### config.mk
export PLATFORM = sky130hd
export DESIGN_NAME = hsv_to_rgb_converter
export DESIGN_NICKNAME = d
export VERILOG_FILES = /design/src/hw/rtl/hsv2rgb_pkg.sv /design/src/hw/rtl/hsv2rgb_front.sv /design/src/hw/rtl/hsv2rgb_queue.sv /design/src/hw/rtl/hsv2rgb_back.sv /design/src/hw/rtl/hsv_to_rgb_converter.sv
export SDC_FILE = /design/constraint.sdc
export NUM_CORES = 2
export LEC_CHECK = 0
export BUFFER_PORTS_ARGS = -buffer_cell sky130_fd_sc_hd__buf_2
export CAP_MARGIN = 20
export CORE_MARGIN = 4
export CORE_UTILIZATION = 30
export CTS_CLUSTER_SIZE = 40
export DETAILED_ROUTE_END_ITERATION = 10
export GPL_TIMING_DRIVEN = 0
export PLACE_DENSITY = 0.43
export SLEW_MARGIN = 40
export SYNTH_ARGS = -nofsm -noshare
export SYNTH_HDL_FRONTEND = slang
export SYNTH_SLANG_ARGS = --single-unit
export TNS_END_PERCENT = 5
### constraint.sdc
create_clock -name clk -period 13.77 [get_ports clk]
set_input_delay 1.377 -clock clk [delete_from_list [all_inputs] [get_ports clk]]
set_output_delay 1.377 -clock clk [all_outputs]
set_load 0.02 [all_outputs]
### src/hw/rtl/hsv2rgb_pkg.sv
// Shared types and constants for the HSV to RGB converter.
// Used by the front, queue, back and top-level modules; depends on nothing.
package hsv2rgb_pkg;

    // Field widths
    localparam int HUE_W  = 16;
    localparam int PCT_IN_W = 8;
    localparam int PCT_W  = 7;     // clamped percent, 0..100
    localparam int CHAN_W = 8;
    localparam int DIST_W = 6;     // distance from the sector pair's midpoint, 0..60
    localparam int NUM_W  = 20;    // channel numerator over 600000

    // Default depth of the queue between the front and the back
    localparam int QUEUE_DEPTH_DEFAULT = 2;

    // Hue reduction: offset that makes any 16-bit hue non-negative, and the
    // reciprocal of 360 scaled by 2^25 (exact for 17-bit dividends).
    localparam int HUE_OFFSET     = 33120;    // 92 * 360
    localparam int HUE_RECIP      = 93207;
    localparam int HUE_RECIP_SH   = 25;

    // Channel rounding: (255*N + 300000) / 600000 == (17*N + 20000) / 40000,
    // done as a shift by 6 and a reciprocal multiply for 625.
    localparam int ROUND_BIAS     = 20000;
    localparam int ROUND_RECIP    = 429497;
    localparam int ROUND_RECIP_SH = 28;

    // Hue sectors of 60 degrees each
    localparam logic [2:0] SECTOR_RED_YELLOW    = 3'd0;
    localparam logic [2:0] SECTOR_YELLOW_GREEN  = 3'd1;
    localparam logic [2:0] SECTOR_GREEN_CYAN    = 3'd2;
    localparam logic [2:0] SECTOR_CYAN_BLUE     = 3'd3;
    localparam logic [2:0] SECTOR_BLUE_MAGENTA  = 3'd4;
    localparam logic [2:0] SECTOR_MAGENTA_RED   = 3'd5;

    // One classified item as it waits between the front and the back
    typedef struct packed {
        logic [2:0]        sector;
        logic [DIST_W-1:0] gap;
        logic [PCT_W-1:0]  sat;
        logic [PCT_W-1:0]  val;
    } hsv2rgb_item_t;

endpackage

### src/hw/rtl/hsv2rgb_front.sv
// Front end of the HSV to RGB converter: reduces the hue modulo 360, clamps
// saturation and value, and finds the sector. Depends on hsv2rgb_pkg.
module hsv2rgb_front
    import hsv2rgb_pkg::*;
(
    input  logic                       clk,
    input  logic                       rst_n,
    input  logic                       in_valid,
    output logic                       in_ready,
    input  logic signed [HUE_W-1:0]    hue,
    input  logic signed [PCT_IN_W-1:0] saturation,
    input  logic signed [PCT_IN_W-1:0] brightness,
    output logic                       out_valid,
    input  logic                       out_ready,
    output hsv2rgb_item_t              out_item
);

    logic                 valid_reg;
    logic [16:0]          u_reg;
    logic [7:0]           q_reg;
    logic [PCT_W-1:0]     sat_reg;
    logic [PCT_W-1:0]     val_reg;

    logic [17:0]          hue_ext;
    logic [17:0]          u_sum;
    logic [16:0]          u_next;
    logic [33:0]          hue_prod;
    logic [PCT_W-1:0]     sat_next;
    logic [PCT_W-1:0]     val_next;
    logic [16:0]          q_times_360;
    logic [16:0]          hu_wide;
    logic [8:0]           hu;
    logic [8:0]           sector_base;
    logic [8:0]           d_wide;
    logic [6:0]           d;
    logic [2:0]           sector;
    logic [DIST_W-1:0]    gap;

    // Offset the hue so that it is non-negative, then estimate hue / 360.
    always_comb
    begin
        hue_ext  = {{2{hue[HUE_W-1]}}, hue};
        u_sum    = hue_ext + 18'(HUE_OFFSET);
        u_next   = u_sum[16:0];
        hue_prod = 34'(u_next) * 34'(HUE_RECIP);
    end

    // Clamp both percentages to 0..100.
    always_comb
    begin
        if (saturation[PCT_IN_W-1])
            sat_next = '0;
        else if (saturation[PCT_W-1:0] > 7'd100)
            sat_next = 7'd100;
        else
            sat_next = saturation[PCT_W-1:0];

        if (brightness[PCT_IN_W-1])
            val_next = '0;
        else if (brightness[PCT_W-1:0] > 7'd100)
            val_next = 7'd100;
        else
            val_next = brightness[PCT_W-1:0];
    end

    assign in_ready = !valid_reg || out_ready;

    // Input stage register.
    always_ff @(posedge clk or negedge rst_n)
    begin
        if (!rst_n)
        begin
            valid_reg <= 1'b0;
        end
        else if (in_ready)
        begin
            valid_reg <= in_valid;
        end
    end

    always_ff @(posedge clk)
    begin
        if (in_ready && in_valid)
        begin
            u_reg   <= u_next;
            q_reg   <= hue_prod[HUE_RECIP_SH+7:HUE_RECIP_SH];
            sat_reg <= sat_next;
            val_reg <= val_next;
        end
    end

    // Remainder, sector and distance from the sector pair's midpoint.
    always_comb
    begin
        q_times_360 = 17'(q_reg) * 17'd360;
        hu_wide     = u_reg - q_times_360;
        hu          = hu_wide[8:0];

        if (hu < 9'd60)
            sector = SECTOR_RED_YELLOW;
        else if (hu < 9'd120)
            sector = SECTOR_YELLOW_GREEN;
        else if (hu < 9'd180)
            sector = SECTOR_GREEN_CYAN;
        else if (hu < 9'd240)
            sector = SECTOR_CYAN_BLUE;
        else if (hu < 9'd300)
            sector = SECTOR_BLUE_MAGENTA;
        else
            sector = SECTOR_MAGENTA_RED;

        if (hu >= 9'd240)
            sector_base = 9'd240;
        else if (hu >= 9'd120)
            sector_base = 9'd120;
        else
            sector_base = 9'd0;

        d_wide = hu - sector_base;
        d      = d_wide[6:0];

        if (d >= 7'd60)
            gap = DIST_W'(d - 7'd60);
        else
            gap = DIST_W'(7'd60 - d);
    end

    assign out_valid       = valid_reg;
    assign out_item.sector = sector;
    assign out_item.gap    = gap;
    assign out_item.sat    = sat_reg;
    assign out_item.val    = val_reg;

    // The reciprocal estimate must leave a true remainder.
    a_hue_range: assert property (@(posedge clk) disable iff (!rst_n)
        valid_reg |-> hu_wide < 17'd360)
        else $error("hue remainder out of range");

    a_dist_range: assert property (@(posedge clk) disable iff (!rst_n)
        valid_reg |-> gap <= 6'd60)
        else $error("sector distance out of range");

endmodule

### src/hw/rtl/hsv2rgb_queue.sv
// Short queue between the front and the back of the HSV to RGB converter.
// Register-based ring buffer; depends on hsv2rgb_pkg.
module hsv2rgb_queue
    import hsv2rgb_pkg::*;
#(
    parameter int DEPTH = QUEUE_DEPTH_DEFAULT
)
(
    input  logic          clk,
    input  logic          rst_n,
    input  logic          push_valid,
    output logic          push_ready,
    input  hsv2rgb_item_t push_item,
    output logic          pop_valid,
    input  logic          pop_ready,
    output hsv2rgb_item_t pop_item
);

    localparam int PTR_W = (DEPTH > 1) ? $clog2(DEPTH) : 1;
    localparam int CNT_W = $clog2(DEPTH + 1);

    hsv2rgb_item_t    entry_reg [DEPTH];
    logic [PTR_W-1:0] wr_ptr_reg;
    logic [PTR_W-1:0] rd_ptr_reg;
    logic [CNT_W-1:0] count_reg;
    logic             push_fire;
    logic             pop_fire;

    assign push_ready = (count_reg != CNT_W'(DEPTH));
    assign pop_valid  = (count_reg != '0);
    assign push_fire  = push_valid && push_ready;
    assign pop_fire   = pop_valid && pop_ready;
    assign pop_item   = entry_reg[rd_ptr_reg];

    // Storage write.
    always_ff @(posedge clk)
    begin
        if (push_fire)
        begin
            entry_reg[wr_ptr_reg] <= push_item;
        end
    end

    // Pointers and fill count.
    always_ff @(posedge clk or negedge rst_n)
    begin
        if (!rst_n)
        begin
            wr_ptr_reg <= '0;
            rd_ptr_reg <= '0;
            count_reg  <= '0;
        end
        else
        begin
            if (push_fire)
            begin
                if (wr_ptr_reg == PTR_W'(DEPTH - 1))
                    wr_ptr_reg <= '0;
                else
                    wr_ptr_reg <= wr_ptr_reg + 1'b1;
            end
            if (pop_fire)
            begin
                if (rd_ptr_reg == PTR_W'(DEPTH - 1))
                    rd_ptr_reg <= '0;
                else
                    rd_ptr_reg <= rd_ptr_reg + 1'b1;
            end
            if (push_fire && !pop_fire)
                count_reg <= count_reg + 1'b1;
            else if (pop_fire && !push_fire)
                count_reg <= count_reg - 1'b1;
        end
    end

    a_count_bound: assert property (@(posedge clk) disable iff (!rst_n)
        count_reg <= CNT_W'(DEPTH))
        else $error("queue count exceeds depth");

    a_count_push: assert property (@(posedge clk) disable iff (!rst_n)
        (push_fire && !pop_fire) |=> count_reg == $past(count_reg) + 1'b1)
        else $error("queue count did not follow a push");

endmodule

### src/hw/rtl/hsv2rgb_back.sv
// Back end of the HSV to RGB converter: chroma, secondary and offset terms,
// channel selection and rounding, ending in the output register.
// Depends on hsv2rgb_pkg.
module hsv2rgb_back
    import hsv2rgb_pkg::*;
(
    input  logic              clk,
    input  logic              rst_n,
    input  logic              in_valid,
    output logic              in_ready,
    input  hsv2rgb_item_t     in_item,
    output logic              out_valid,
    input  logic              out_ready,
    output logic [CHAN_W-1:0] red,
    output logic [CHAN_W-1:0] green,
    output logic [CHAN_W-1:0] blue
);

    // Stage 1: s * v
    logic              b1_valid_reg;
    logic [13:0]       sv_reg;
    logic [2:0]        b1_sector_reg;
    logic [DIST_W-1:0] b1_dist_reg;
    logic [PCT_W-1:0]  b1_val_reg;

    // Stage 2: chroma, secondary and offset numerators
    logic              b2_valid_reg;
    logic [NUM_W-1:0]  c_reg;
    logic [NUM_W-1:0]  x_reg;
    logic [NUM_W-1:0]  m_reg;
    logic [2:0]        b2_sector_reg;

    // Stage 3: output register
    logic              b3_valid_reg;
    logic [CHAN_W-1:0] red_reg;
    logic [CHAN_W-1:0] green_reg;
    logic [CHAN_W-1:0] blue_reg;

    logic              b1_ready;
    logic              b2_ready;
    logic              b3_ready;

    logic [NUM_W-1:0]  c_next;
    logic [NUM_W-1:0]  x_next;
    logic [NUM_W-1:0]  vm_next;
    logic [NUM_W-1:0]  r_num;
    logic [NUM_W-1:0]  g_num;
    logic [NUM_W-1:0]  b_num;

    // Round-half-up of 255*(n + m)/600000.
    function automatic logic [CHAN_W-1:0] to_byte(input logic [NUM_W-1:0] n,
                                                  input logic [NUM_W-1:0] m);
        logic [NUM_W:0] sum;
        logic [24:0]    scaled;
        logic [17:0]    shifted;
        logic [36:0]    prod;
        sum     = {1'b0, n} + {1'b0, m};
        scaled  = 25'(sum[NUM_W-1:0]) * 25'd17 + 25'(ROUND_BIAS);
        shifted = scaled[23:6];
        prod    = 37'(shifted) * 37'(ROUND_RECIP);
        return prod[ROUND_RECIP_SH+7:ROUND_RECIP_SH];
    endfunction

    assign b3_ready = !b3_valid_reg || out_ready;
    assign b2_ready = !b2_valid_reg || b3_ready;
    assign b1_ready = !b1_valid_reg || b2_ready;
    assign in_ready = b1_ready;

    // Valid bits of the three stages.
    always_ff @(posedge clk or negedge rst_n)
    begin
        if (!rst_n)
        begin
            b1_valid_reg <= 1'b0;
            b2_valid_reg <= 1'b0;
            b3_valid_reg <= 1'b0;
        end
        else
        begin
            if (b1_ready)
                b1_valid_reg <= in_valid;
            if (b2_ready)
                b2_valid_reg <= b1_valid_reg;
            if (b3_ready)
                b3_valid_reg <= b2_valid_reg;
        end
    end

    // Stage 1: product of the two percentages.
    always_ff @(posedge clk)
    begin
        if (b1_ready && in_valid)
        begin
            sv_reg        <= 14'(in_item.sat) * 14'(in_item.val);
            b1_sector_reg <= in_item.sector;
            b1_dist_reg   <= in_item.gap;
            b1_val_reg    <= in_item.val;
        end
    end

    // Stage 2: C = sv*60, X = sv*(60 - dist), m = v*6000 - C.
    always_comb
    begin
        c_next  = NUM_W'(sv_reg) * NUM_W'(60);
        x_next  = NUM_W'(sv_reg) * NUM_W'(6'd60 - b1_dist_reg);
        vm_next = NUM_W'(b1_val_reg) * NUM_W'(6000);
    end

    always_ff @(posedge clk)
    begin
        if (b2_ready && b1_valid_reg)
        begin
            c_reg         <= c_next;
            x_reg         <= x_next;
            m_reg         <= vm_next - c_next;
            b2_sector_reg <= b1_sector_reg;
        end
    end

    // Sector decoder: route C and X to the channels.
    always_comb
    begin
        unique case (b2_sector_reg)
            SECTOR_RED_YELLOW:
            begin
                r_num = c_reg; g_num = x_reg; b_num = '0;
            end
            SECTOR_YELLOW_GREEN:
            begin
                r_num = x_reg; g_num = c_reg; b_num = '0;
            end
            SECTOR_GREEN_CYAN:
            begin
                r_num = '0; g_num = c_reg; b_num = x_reg;
            end
            SECTOR_CYAN_BLUE:
            begin
                r_num = '0; g_num = x_reg; b_num = c_reg;
            end
            SECTOR_BLUE_MAGENTA:
            begin
                r_num = x_reg; g_num = '0; b_num = c_reg;
            end
            SECTOR_MAGENTA_RED:
            begin
                r_num = c_reg; g_num = '0; b_num = x_reg;
            end
            default:
            begin
                r_num = '0; g_num = '0; b_num = '0;
            end
        endcase
    end

    // Stage 3: rounded channels into the output register.
    always_ff @(posedge clk)
    begin
        if (b3_ready && b2_valid_reg)
        begin
            red_reg   <= to_byte(r_num, m_reg);
            green_reg <= to_byte(g_num, m_reg);
            blue_reg  <= to_byte(b_num, m_reg);
        end
    end

    assign out_valid = b3_valid_reg;
    assign red       = red_reg;
    assign green     = green_reg;
    assign blue      = blue_reg;

    a_x_le_c: assert property (@(posedge clk) disable iff (!rst_n)
        b2_valid_reg |-> x_reg <= c_reg)
        else $error("secondary term exceeds chroma");

    a_num_bound: assert property (@(posedge clk) disable iff (!rst_n)
        b2_valid_reg |-> ({1'b0, c_reg} + {1'b0, m_reg}) <= 21'd600000)
        else $error("channel numerator exceeds denominator");

endmodule

### src/hw/rtl/hsv_to_rgb_converter.sv
// Top level of the HSV to RGB converter.
// Instantiates hsv2rgb_front, hsv2rgb_queue and hsv2rgb_back; uses hsv2rgb_pkg.
//
// Usage:
//   The slave stream carries one HSV item per transfer: tdata holds hue
//   (signed 16 bits, any value, reduced modulo 360), saturation and
//   brightness (signed 8-bit percents, clamped to 0..100). The master stream
//   returns one RGB item per input item, in order.
//   Throughput is one item per clock cycle while m_axis_tready stays high;
//   every stage is pipelined, so a new item enters each cycle while earlier
//   ones are still in flight. With no stall, an accepted item passes one
//   front register (hue reciprocal multiply), then the queue and three back
//   stages (s*v, chroma terms, rounding multiply) before tvalid on the output.
//   When the receiver holds tready low, the output register keeps its item,
//   the back stages and the queue fill up, and only then does s_axis_tready
//   fall; the front and back stall independently through the queue.
//   Reset clears all valid bits and the queue; no item is in flight after it.
module hsv_to_rgb_converter
    import hsv2rgb_pkg::*;
#(
    parameter int QUEUE_DEPTH = QUEUE_DEPTH_DEFAULT
)
(
    input  logic        clk,
    input  logic        rst_n,
    input  logic        s_axis_tvalid,
    output logic        s_axis_tready,
    input  logic [31:0] s_axis_tdata,    // hue[15:0], saturation[23:16], brightness[31:24]
    output logic        m_axis_tvalid,
    input  logic        m_axis_tready,
    output logic [23:0] m_axis_tdata     // red[7:0], green[15:8], blue[23:16]
);

    logic          fq_valid;
    logic          fq_ready;
    hsv2rgb_item_t fq_item;
    logic          qb_valid;
    logic          qb_ready;
    hsv2rgb_item_t qb_item;
    logic [CHAN_W-1:0] red;
    logic [CHAN_W-1:0] green;
    logic [CHAN_W-1:0] blue;

    // Front: hue reduction, clamping and sector classification.
    hsv2rgb_front u_front (
        .clk        (clk),
        .rst_n      (rst_n),
        .in_valid   (s_axis_tvalid),
        .in_ready   (s_axis_tready),
        .hue        (s_axis_tdata[15:0]),
        .saturation (s_axis_tdata[23:16]),
        .brightness (s_axis_tdata[31:24]),
        .out_valid  (fq_valid),
        .out_ready  (fq_ready),
        .out_item   (fq_item)
    );

    // Queue that decouples the front from the back.
    hsv2rgb_queue #(
        .DEPTH (QUEUE_DEPTH)
    ) u_queue (
        .clk        (clk),
        .rst_n      (rst_n),
        .push_valid (fq_valid),
        .push_ready (fq_ready),
        .push_item  (fq_item),
        .pop_valid  (qb_valid),
        .pop_ready  (qb_ready),
        .pop_item   (qb_item)
    );

    // Back: arithmetic, rounding and output register.
    hsv2rgb_back u_back (
        .clk       (clk),
        .rst_n     (rst_n),
        .in_valid  (qb_valid),
        .in_ready  (qb_ready),
        .in_item   (qb_item),
        .out_valid (m_axis_tvalid),
        .out_ready (m_axis_tready),
        .red       (red),
        .green     (green),
        .blue      (blue)
    );

    assign m_axis_tdata = {blue, green, red};

endmodule
### Word level (Yosys, flattened, before mapping)

Memories as Yosys holds them, arrays and structs flattened.
Index checks and enable logic that the tools add are counted.

* bits in registers: 154
* bits in latches: 0
* RAM bits: 46
* memory bits (read-only): 0
* bits of input ports: 36
* output and inout port bits: 26
* memories: 1

* $add $sub $neg: 17
* $mul: 12
* div/mod/pow operators: 0
* magnitude comparators: 10
* eq/ne operators: 6
* shift-type cells: 0
* multiplexer cells: 19
* bitwise logic cells: 0
* reductions and logical operators: 28

Memories
* u_queue.entry_reg: words 2, bits a word 23, read ports 1, clocked after memory_dff 0, wr ports 1, line hsv2rgb_queue.sv:22 `hsv2rgb_item_t entry_reg [DEPTH];`

Operators with widths (number)
* 20-bit one-hot mux with 2 select lines: 3
* 18-bit by 19-bit multiplier with 36-bit output, second input constant: 3
* 24-bit by 15-bit adder with 24-bit output, second input constant: 3
* 20-bit by 5-bit multiplier with 24-bit output, second input constant: 3
* 20-bit adder: 3
* 17-bit by 17-bit multiplier with 33-bit output, second input constant: 1
* 7-bit 2-to-1 mux: 4
* 14-bit by 20-bit multiplier with 20-bit output: 1
* 20-bit subtractor: 1
* 9-bit by 8-bit < comparator with 1-bit output, second input constant: 2
* 14-bit by 4-bit multiplier with 18-bit output, second input constant: 1
* 16-bit by 17-bit adder with 17-bit output, second input constant: 1
* 7-bit by 9-bit multiplier with 16-bit output, second input constant: 1
* 2-bit OR reduction: 8
* 7-bit > comparator, second input constant: 2
* 7-bit by 7-bit multiplier with 14-bit output: 1
* 3-bit 2-to-1 mux: 4
* 9-bit by 7-bit greater-or-equal comparator with 1-bit output, second input constant: 1
* 9-bit by 8-bit greater-or-equal comparator with 1-bit output, second input constant: 1
* 9-bit by 6-bit < comparator with 1-bit output, second input constant: 1
* 9-bit by 7-bit < comparator with 1-bit output, second input constant: 1
* 9-bit < comparator, second input constant: 1
* 9-bit subtractor: 1
* 8-bit by 6-bit multiplier with 6-bit output, second input constant: 1
* other kinds (20): 43

### Longest topological paths before layout

* word-level depth: 8
* gate-level depth with buffers: 49
* gate-level depth less buffers: 47

### Modules after synthesis

From an unflattened synthesis, not the netlist that was laid out.

* cell total of the unflattened synthesis: 4258
* area total of the unflattened synthesis: 43367.8 um2

Modules (own cells, without submodules)
* hsv2rgb_back: instances 1, cells an instance 3525, area an instance 35034.9 um2, sequential area each 3438.3 um2
* hsv2rgb_front: instances 1, cells an instance 643, area an instance 6373.6 um2, sequential area each 895.9 um2
* hsv2rgb_queue: instances 1, cells an instance 90, area an instance 1959.4 um2, sequential area each 1481.4 um2

### Worst setup path after synthesis

Ideal clock, no wire load.

* path type: reg2reg
* from: register u_back.b2_sector_reg[0]
* to: register u_back.green_reg[7], in the netlist u_back.green[7] (data pin)
* arrival time: 10.801 ns
* required time: 13.510 ns
* setup slack: 2.709 ns
* cell stages (with the launch flop): 49
* buffers on the path: 2
* path through: edfxtp_1 -> buf_2 -> xnor2_1 -> nor2_1 -> clkbuf_1 -> a22o_1 -> ha_1 -> fa_1 -> a211oi_1 -> nor2_1 -> o21a_1 -> o21ai_0 -> nand2b_1 -> a21oi_1 -> xnor2_1 -> inv_1 -> fa_1 -> inv_1 -> (+13 left out) -> fa_1 -> fa_1 -> fa_1 -> inv_1 -> fa_1 -> inv_1 -> fa_1 -> inv_1 -> ha_1 -> nand4_1 -> nor3_1 -> o2111ai_1 -> a211oi_1 -> a21oi_1 -> a21o_1 -> o211ai_1 -> a21oi_1 -> xnor2_1

* word-level cells in the longest chain between the ends: 7

RTL lines
* start: declaration: line hsv2rgb_back.sv:31 `logic [2:0] b2_sector_reg;`
* start signal: assignment: line hsv2rgb_back.sv:116 `b2_sector_reg <= b1_sector_reg;`
* 3-bit by 2-bit equality test with 1-bit output, or another cell as far along: line hsv2rgb_back.sv:123 `unique case (b2_sector_reg)`
* 2-bit OR reduction (no line)
* 20-bit one-hot mux with 2 select lines (*): line hsv2rgb_back.sv:123
* 20-bit adder (*): line hsv2rgb_back.sv:57 `sum = {1'b0, n} + {1'b0, m};`
* 20-bit by 5-bit multiplier with 24-bit output (*): line hsv2rgb_back.sv:58 `scaled = 25'(sum[NUM_W-1:0]) * 25'd17 + 25'(ROUND_BIAS);`
* 24-bit by 15-bit adder with 24-bit output (*): line hsv2rgb_back.sv:58
* 18-bit by 19-bit multiplier with 36-bit output (*): line hsv2rgb_back.sv:60 `prod = 37'(shifted) * 37'(ROUND_RECIP);`
* end signal: assignment: line hsv2rgb_back.sv:161 `green_reg <= to_byte(g_num, m_reg);`
* end: declaration: line hsv2rgb_back.sv:36 `logic [CHAN_W-1:0] green_reg;`

Mark *: on every way between the ends. The rest lies on a longest branch, timed or not.
A chain may end at the register's enable or synchronous reset.

### Final worst setup path

* from: register u_back.b2_sector_reg[2]
* to: register u_back.green_reg[7], in the netlist u_back.green[7] (data pin)

Same word-level chain as after synthesis.

==> out/results.ini <==
[yosys]
synth-seq-cells=195
yosysMostFrequentCell=inv_1
synthTopCellsByCount=inv_1, ha_1, fa_1
syn_area_per_cell_sq_um=10.2
synth_sequential_area_ratio=0.133
synth_area_sq_um=43600
synthCells=4256
yosys.area.top_type=fa_1
synth-edff-count=187
yosys_warnings=0
synth_nets=5846
async_flop_share=0.0410
synth_ff_type=edfxtp_1
synthTopCellsByArea=fa_1, ha_1, edfxtp_1
yosys.area.top_type_share=0.306
yosys.cell_types.count=77

[detailed_routing]
viasPerCell=4.46
postRouteWirelength_microns=99900
drt-initial-drc-count=911
route.met2.wl_microns=46000
drt-met1-wl_microns=51100
wl_met3_microns=1600
wire_per_inst_microns=16.0
top_layer=met4
drtAntennaViolNets=0
via_count=27900
drc=0
drt-pass1-iter-count=5

[placement]
detailed_place_hpwl_microns=89100
gp_congestion=0.853
port_buffers=61

[critical_path]
endpoint_kind=flip-flop
crit_slowest_cell=o41ai_1
startpoint_type=flip-flop
arrival_ps=13040
r2r_slack_ps=970
crit_path_max_incr_delay_ps=630
crit_path_frequent_cell=inv_1
critPathMaxFanout=10
worstPathRequired_ps=14010
worstSetupPathType=reg2reg

[die]
num_rows=139
die_h_microns=389
core_area_sq_um=144000
io_pins=62
dieArea_sq_um=151000
die_w_microns=389
start_util=0.303

[clock_tree]
cts_setup_buffers=0
cts_tree=yes
htreeDepth=4
root_buffer=clkbuf_16
path_clk_slew_ps=90
cts_made_buffers=17
cts.sinks=195
cts_buffer_depth=2
insertion_delay_ps=520

[timing]
tightestPinTransition_ps=813
period_share=0.929
maxSlewHeadroom=0.444
clock_skew_ps=44.2
tns_ps=0
hold_viol=0
rsz0062_at_grt=no
fin_crit_ps=12800
slew_viol_final=0
report.final.setup_viol=0
timing.fmax_ghz=0.0781

[flow_run]
drv_cap=0

[finish]
drive_gt1_frac=0.0427
nets=5931
multiInputGateArea_sq_um=33900
n_fill_cell=14900
diodes=0
final-seq-area_sq_um=5820
largest_reg_flops=46
syn2layout_area_growth_pct=8.33

[grt]
track_usage=0.138
grt_pass1_wl_microns=166000
grt_max_degree=40
antenna_found_initial=0
grt_pass1_vias=30300
grt_overflow=0

[run_status]
outcome=finished, final reports clean

[worst_hold_path]
worstHoldPathType=reg2reg

## logic make-up after synthesis
kind of cell             Yosys count  share of synthesized area
adder cells (fa/ha/maj)         1555                      0.561
buffers and inverters           1074                     0.0926
AND/OR/NAND/NOR                  602                     0.0690
AO/OA/AOI/OAI                    535                     0.0833
XOR/XNOR                         267                     0.0537
flip-flops                       195                      0.133
multiplexers                      28                    0.00698
## stage by stage
stage / instance area, sq um / hold WS, ps / util / worst slack, ps / cells
3_3_place_gp: 46300 / 406 / 0.321 / 577 / 6220
3_5_place_dp: 46500 / 405 / 0.323 / 557 / 6225
5_1_grt: 47200 / 459 / 0.328 / 14.4 / 6257
2_1_floorplan: 43600 / 400 / - / 2710 / 4256
6_report: 47200 / 429 / 0.328 / 972 / 6257
4_1_cts: 47200 / 431 / 0.327 / 481 / 6257
## critical path, delay by kind of cell, from the launching register on
| family | cells | cell delay (ps) |
|---|---|---|
| buffers and inverters | 10 | 1250 |
| AND/OR/NAND/NOR | 6 | 960 |
| flip-flops | 1 | 430 |
| AO/OA/AOI/OAI | 15 | 3870 |
| XOR/XNOR | 3 | 570 |
| adder cells (fa/ha/maj) | 13 | 5440 |
## area by class of cell
class | count | area share
Buffer | 29 | 0.00239
Clock buffer | 17 | 0.00901
Clock inverter | 15 | 0.00435
Inverter | 1045 | 0.0831
Multi-Input combinational cell | 2987 | 0.719
Sequential cell | 195 | 0.123
Tap cell | 1903 | 0.0504
Timing Repair Buffer | 66 | 0.00869
## layer usage
metal | global-route usage | up-vias
met2 | 0.229 | 213
met5 | 0 | -
met4 | 0.0242 | 0
li1 | - | 14000
met3 | 0.0119 | 61
met1 | 0.199 | 13700
## layout by cell type, fill, tap and decap left out, types with 24 or more instances in the layout
cell type / synthesis / routed
clkbuf_1: 25 / 24
xnor2_1: 182 / 169
a22o_1: 51 / 51
buf_2: 2 / 63
ha_1: 888 / 888
o21ai_0: 101 / 101
nor2_1: 141 / 139
edfxtp_1: 187 / 187
inv_1: 1045 / 1044
nand3_1: 30 / 30
a21oi_1: 136 / 136
o21bai_1: 24 / 24
nor2b_1: 37 / 36
xor2_1: 85 / 76
nand2b_1: 31 / 31
o21a_1: 27 / 27
a21o_1: 66 / 66
nor3_1: 38 / 37
nand2_1: 159 / 159
fa_1: 666 / 666
and2_1: 70 / 68
## path summary, 6_finish.rpt
check	startpoint	depth (start not counted)	endpoint
worst min register to register	u_back.b1_sector_reg[2]$_DFFE_PP_	0	u_back.b2_sector_reg[2]$_DFFE_PP_
max in group asynchronous	rst_n	1	u_queue.rd_ptr_reg$_DFFE_PN0P_
min in group asynchronous	rst_n	1	u_queue.wr_ptr_reg$_DFFE_PN0P_
worst min-delay path	u_back.b1_sector_reg[2]$_DFFE_PP_	0	u_back.b2_sector_reg[2]$_DFFE_PP_
worst max register to register	u_back.b2_sector_reg[2]$_DFFE_PP_	47	u_back.green[7]$_DFFE_PP_
worst max-delay path	u_back.b2_sector_reg[2]$_DFFE_PP_	47	u_back.green[7]$_DFFE_PP_
## timing repair
action | CTS | global route
hold buffers | 0 | 0
gates resized for setup | 0 | 4
endpoints found under the setup margin | 0 | 4
Power is not shown: default switching activity piles up to over one toggle a cycle in this logic, so the estimate is an artifact.
